--- src/hw/rtl/max_heap_priority_queue_assert.svh ---
// ----------------------------------------------------------------------------
// Assertion macros for the max-heap priority queue
// Same-cycle and next-cycle implication checks, disabled during reset.
// ----------------------------------------------------------------------------
`ifndef MAX_HEAP_PRIORITY_QUEUE_ASSERT_SVH
`define MAX_HEAP_PRIORITY_QUEUE_ASSERT_SVH

`ifndef SYNTH

`define MHPQ_ASSERT_IMPL(label, clk, rst_n, ante, cons) \
    label: assert property (@(posedge clk) disable iff (!(rst_n)) (ante) |-> (cons)) \
        else $error("assertion failed: %m");

`define MHPQ_ASSERT_NEXT(label, clk, rst_n, ante, cons) \
    label: assert property (@(posedge clk) disable iff (!(rst_n)) (ante) |=> (cons)) \
        else $error("assertion failed: %m");

`else

`define MHPQ_ASSERT_IMPL(label, clk, rst_n, ante, cons)

`define MHPQ_ASSERT_NEXT(label, clk, rst_n, ante, cons)

`endif

`endif

--- src/hw/rtl/mhpq_pkg.sv ---
// ----------------------------------------------------------------------------
// mhpq_pkg
// Shared constants and types of the max-heap priority queue.
// ----------------------------------------------------------------------------
`default_nettype none

package mhpq_pkg;

    localparam int CAPACITY_DEF = 256;
    localparam int DATA_W       = 32;

    localparam logic OP_PUSH = 1'b0;
    localparam logic OP_POP  = 1'b1;

    typedef enum logic [3:0] {
        S_IDLE,
        S_PUSH_CHK,
        S_PUSH_CMP,
        S_POP_LAST,
        S_DN_RDL,
        S_DN_RDR,
        S_DN_SEL,
        S_DN_CMP,
        S_FIN,
        S_DONE
    } t_state;

    typedef enum logic [1:0] {
        CMP_PUSH,
        CMP_SIBLING,
        CMP_CHILD
    } t_cmp_sel;

endpackage

`default_nettype wire

--- src/hw/rtl/mhpq_cmp.sv ---
// ----------------------------------------------------------------------------
// mhpq_cmp
// Shared signed greater-than unit with operand selection per sift step.
// ----------------------------------------------------------------------------
`default_nettype none

module mhpq_cmp (
    input  wire mhpq_pkg::t_cmp_sel                   i_sel,
    input  wire logic signed [mhpq_pkg::DATA_W-1:0]   i_val,
    input  wire logic signed [mhpq_pkg::DATA_W-1:0]   i_child,
    input  wire logic signed [mhpq_pkg::DATA_W-1:0]   i_rd_data,
    output logic                                      o_gt
);

    always_comb begin
        unique case (i_sel)
            mhpq_pkg::CMP_PUSH:    o_gt = i_val > i_rd_data;
            mhpq_pkg::CMP_SIBLING: o_gt = i_rd_data > i_child;
            mhpq_pkg::CMP_CHILD:   o_gt = i_child > i_val;
            default:               o_gt = 1'b0;
        endcase
    end

endmodule

`default_nettype wire

--- config.mk ---
export PLATFORM = sky130hd
export DESIGN_NAME = mhpq_cmp
export DESIGN_NICKNAME = d
export VERILOG_FILES = /design/src/hw/rtl/max_heap_priority_queue_assert.svh /design/src/hw/rtl/mhpq_pkg.sv /design/src/hw/rtl/mhpq_cmp.sv
export SDC_FILE = /design/constraint.sdc
export NUM_CORES = 1
export LEC_CHECK = 0
export BUFFER_PORTS_ARGS = -buffer_cell sky130_fd_sc_hd__buf_2
export CAP_MARGIN = 15
export CORE_ASPECT_RATIO = 1.5
export CORE_MARGIN = 2
export CORE_UTILIZATION = 35
export DETAILED_ROUTE_END_ITERATION = 10
export GPL_ROUTABILITY_DRIVEN = 0
export SLEW_MARGIN = 40
export SYNTH_ARGS = -nofsm -noshare
export SYNTH_HDL_FRONTEND = slang
export SYNTH_SLANG_ARGS = --single-unit
--- constraint.sdc ---
create_clock -name vclk -period 5.17
set_clock_uncertainty 0.1 [all_clocks]
set_input_delay 1.551 -clock vclk [all_inputs]
set_output_delay 1.551 -clock vclk [all_outputs]
set_load 0.03 [all_outputs]
==> results.md <==
- Period utilization: 0.9875
- Initial antenna violation count: 0
- HPWL after detailed placement: 6522 um
- Total number of placement rows: 37
- Avg Inst Size Synth: 7.429 sq um
- Leading cell type in the layout, fill and taps excluded: sky130_fd_sc_hd__buf_2
- Initial cell density of the core: 0.3608
- Post-place instance area: 3179 sq um
- Flop pwr share: 0
- Detailed-route via count: 2704
- # diodes: 0
- Switching part of the total power: 0.4988
- CP max FO: 2
- Num sequential: 0
- FF/Latch Area: 0 sq um
- Final-layout clock buffer total: 0
- Buffers on Ports: 99
- Post-layout minimum cycle time: 5.106 ns
- Via count of the first global-routing pass: 2761
- Post-synth net total: 529
- Global-route wire length before repair: 11140 um
- Clock network power share: 0
- Dominant combinational cell family by area after synthesis: adder cells
- Tightest slew margin relative to the limit: 0.7385
- Post-synthesis instance area: 2489 sq um
- P_int: 0.1390 mW
- # setup viols final: 0
- Via count normalized by instance count: 5.141
- Fraction of layout instances using a drive strength above 1: 0.3661
- Critical Path End Type: primary output
- Static leakage: 2.117 nW
- Number of hold-repair buffers added at the cts stage: 0
- Switching power of the nets: 0.1383 mW
- Fmax: 0.1959 GHz
- Post-synthesis simple-gate area fraction: 0.1438
- Proportion of power drawn by combinational gates: 1.000
- Most used cells in the layout excluding fill and tap cells: 92 x sky130_fd_sc_hd__buf_2, 88 x sky130_fd_sc_hd__inv_1, 78 x sky130_fd_sc_hd__ha_1, 25 x sky130_fd_sc_hd__a21oi_1, 18 x sky130_fd_sc_hd__ha_4
- Fin area: 3537 sq um
- Detailed-route wire length per cell: 13.45 um
- Required time reported for the critical path endpoint: 3.52 ns
- Starting DRT DRC Count: 30
- Xor/xnor cell area share of the yosys netlist: 0.007039
- Global router's overall resource usage: 0.1746
- Met3 wirelength from detailed routing: 250 um
- Startpoint Class: input pin
- Met1 Wirelength: 2575 um
- Setup TNS: 0 ns
- Pin count of the biggest net entering global routing: 5
- Placeable core region: 6898 sq um
- Growth of design area from synthesis to finish: 42.13%
- Compound-Gate Fraction of Synth Area: 0.2132
- Count of synthesis-stage warnings from yosys: 0
- Number of pins exceeding their max-slew limit in the final report: 0
- Post-synthesis share of cell area spent on full adders, half adders and majority gates: 0.4827
- Hold violation total from the final report: 0
- Result of the run: completed
- Worst hold path class: in2out
- Register area share after synthesis: 0
- Die height: 107.3 um
- Setup repair after global routing missed its margin: true
- Area of the die: 7815 sq um
- Power per cell area: 78.41 nW/um^2
- Transition at the pin with the smallest max-transition slack: 0.3887 ns
- Total met2 wirelength after detailed routing: 4074 um
- Post-Route Utilization: 0.5128
- Post-route antenna net violation count: 0
- Detailed-routing iteration count for the pre-antenna-repair pass: 4
- Largest voltage drop on the vdd net: 0.03745 mV
- Mux share of post-synthesis cell area: 0.004022
- Global-route congestion overflow total: 0
- Number of unique standard cell types used by synthesis: 37
- Max Used Layer: met4
- Max Cap Viol: 0
- Overall die width: 72.85 um
- Type of the worst setup path: in2out
- DRC violations left: 0
- Synth Instances: 335
- Final net count: 644
- Routed wire length: 7076 um
- I/O pin total: 99
- Data arrival time of the worst path: 3.45 ns
-- power groups by stage --
stage | combinational (mW) | sequential (mW) | clock (mW)
2_1_floorplan | 0.140 | 0 | 0
6_report | 0.277 | 0 | 0
3_3_place_gp | 0.234 | 0 | 0
5_1_grt | 0.317 | 0 | 0
3_5_place_dp | 0.241 | 0 | 0
4_1_cts | 0.255 | 0 | 0
-- synthesized netlist by cell type, drive strengths merged, types with 2 or more instances --
cell | number | share of area
inv | 99 | 0.15
ha | 96 | 0.48
a21oi | 30 | 0.062
nand4 | 18 | 0.048
a21o | 16 | 0.049
nand2 | 12 | 0.018
o21ai | 7 | 0.014
and4 | 6 | 0.021
nand3 | 6 | 0.012
a221oi | 5 | 0.018
o211ai | 5 | 0.015
nor4 | 4 | 0.016
a21boi | 3 | 0.0090
a221o | 3 | 0.012
nand2b | 3 | 0.0075
nor2b | 3 | 0.0075
a2111oi | 2 | 0.0070
a211oi | 2 | 0.0060
and2 | 2 | 0.0060
nor2 | 2 | 0.0030
-- per-stage QoR --
step           setup slack [ns]  hold slack [ns]  power (mW)  instances
5_1_grt                -0.03672            3.638      0.3171        526
3_5_place_dp            -0.1775            3.618      0.2405        525
3_3_place_gp            -0.1371            3.598      0.2345        525
6_report                0.06445            3.608      0.2773        526
4_1_cts                0.001469            3.626      0.2546        525
2_1_floorplan            0.1874            3.438      0.1396        335
-- path summary, 6_finish.rpt --
check	startpoint	end	cells past startpoint
worst max-delay path	i_val[25]	o_gt	10
worst min-delay path	i_sel[0]	o_gt	5
-- layer usage --
metal | vias up | global-route usage
met2 | 69 | 0.3779
met4 | 0 | 0.03439
met1 | 1207 | 0.1718
li1 | 1414 | -
met3 | 14 | 0.007491
met5 | - | 0
-- area by class of cell --
type | instances | area, sq um
multi-input combinational | 236 | 2425
timing repair buffer | 113 | 640.6
tap | 78 | 97.59
fill | 705 | 3361
inverter | 99 | 374.1
-- cells by family (layout without fill, tap and decap cells) --
family                     Yosys count  count (layout)
muxes                                1               1
buffers and inverters               99             212
AOI/OAI and AO/OA                   79              79
adders and majority gates           96              96
xor gates and xnor gates             2               2
and+or+nand+nor                     58              58
-- what timing repair did --
| item | 4_1_cts | 5_1_grt |
|---|---|---|
| hold endpoints to repair | 0 | 0 |
| gates resized for setup | 16 | 45 |
| pin swaps | 9 | 41 |
| endpoints found under the setup margin | 1 | 1 |
| setup buffers | 0 | 1 |
-- worst max-delay path: stages --
cell and delay [ns]:
sky130_fd_sc_hd__buf_2 0.13, sky130_fd_sc_hd__inv_2 0.06, sky130_fd_sc_hd__ha_4 0.19, sky130_fd_sc_hd__a21o_1 0.17
sky130_fd_sc_hd__a221o_1 0.34, sky130_fd_sc_hd__a221oi_2 0.28, sky130_fd_sc_hd__o211ai_1 0.14, sky130_fd_sc_hd__mux2i_1 0.15
sky130_fd_sc_hd__a221o_1 0.29, sky130_fd_sc_hd__buf_6 0.15
Note: power is estimated with default switching activity, not from simulation.
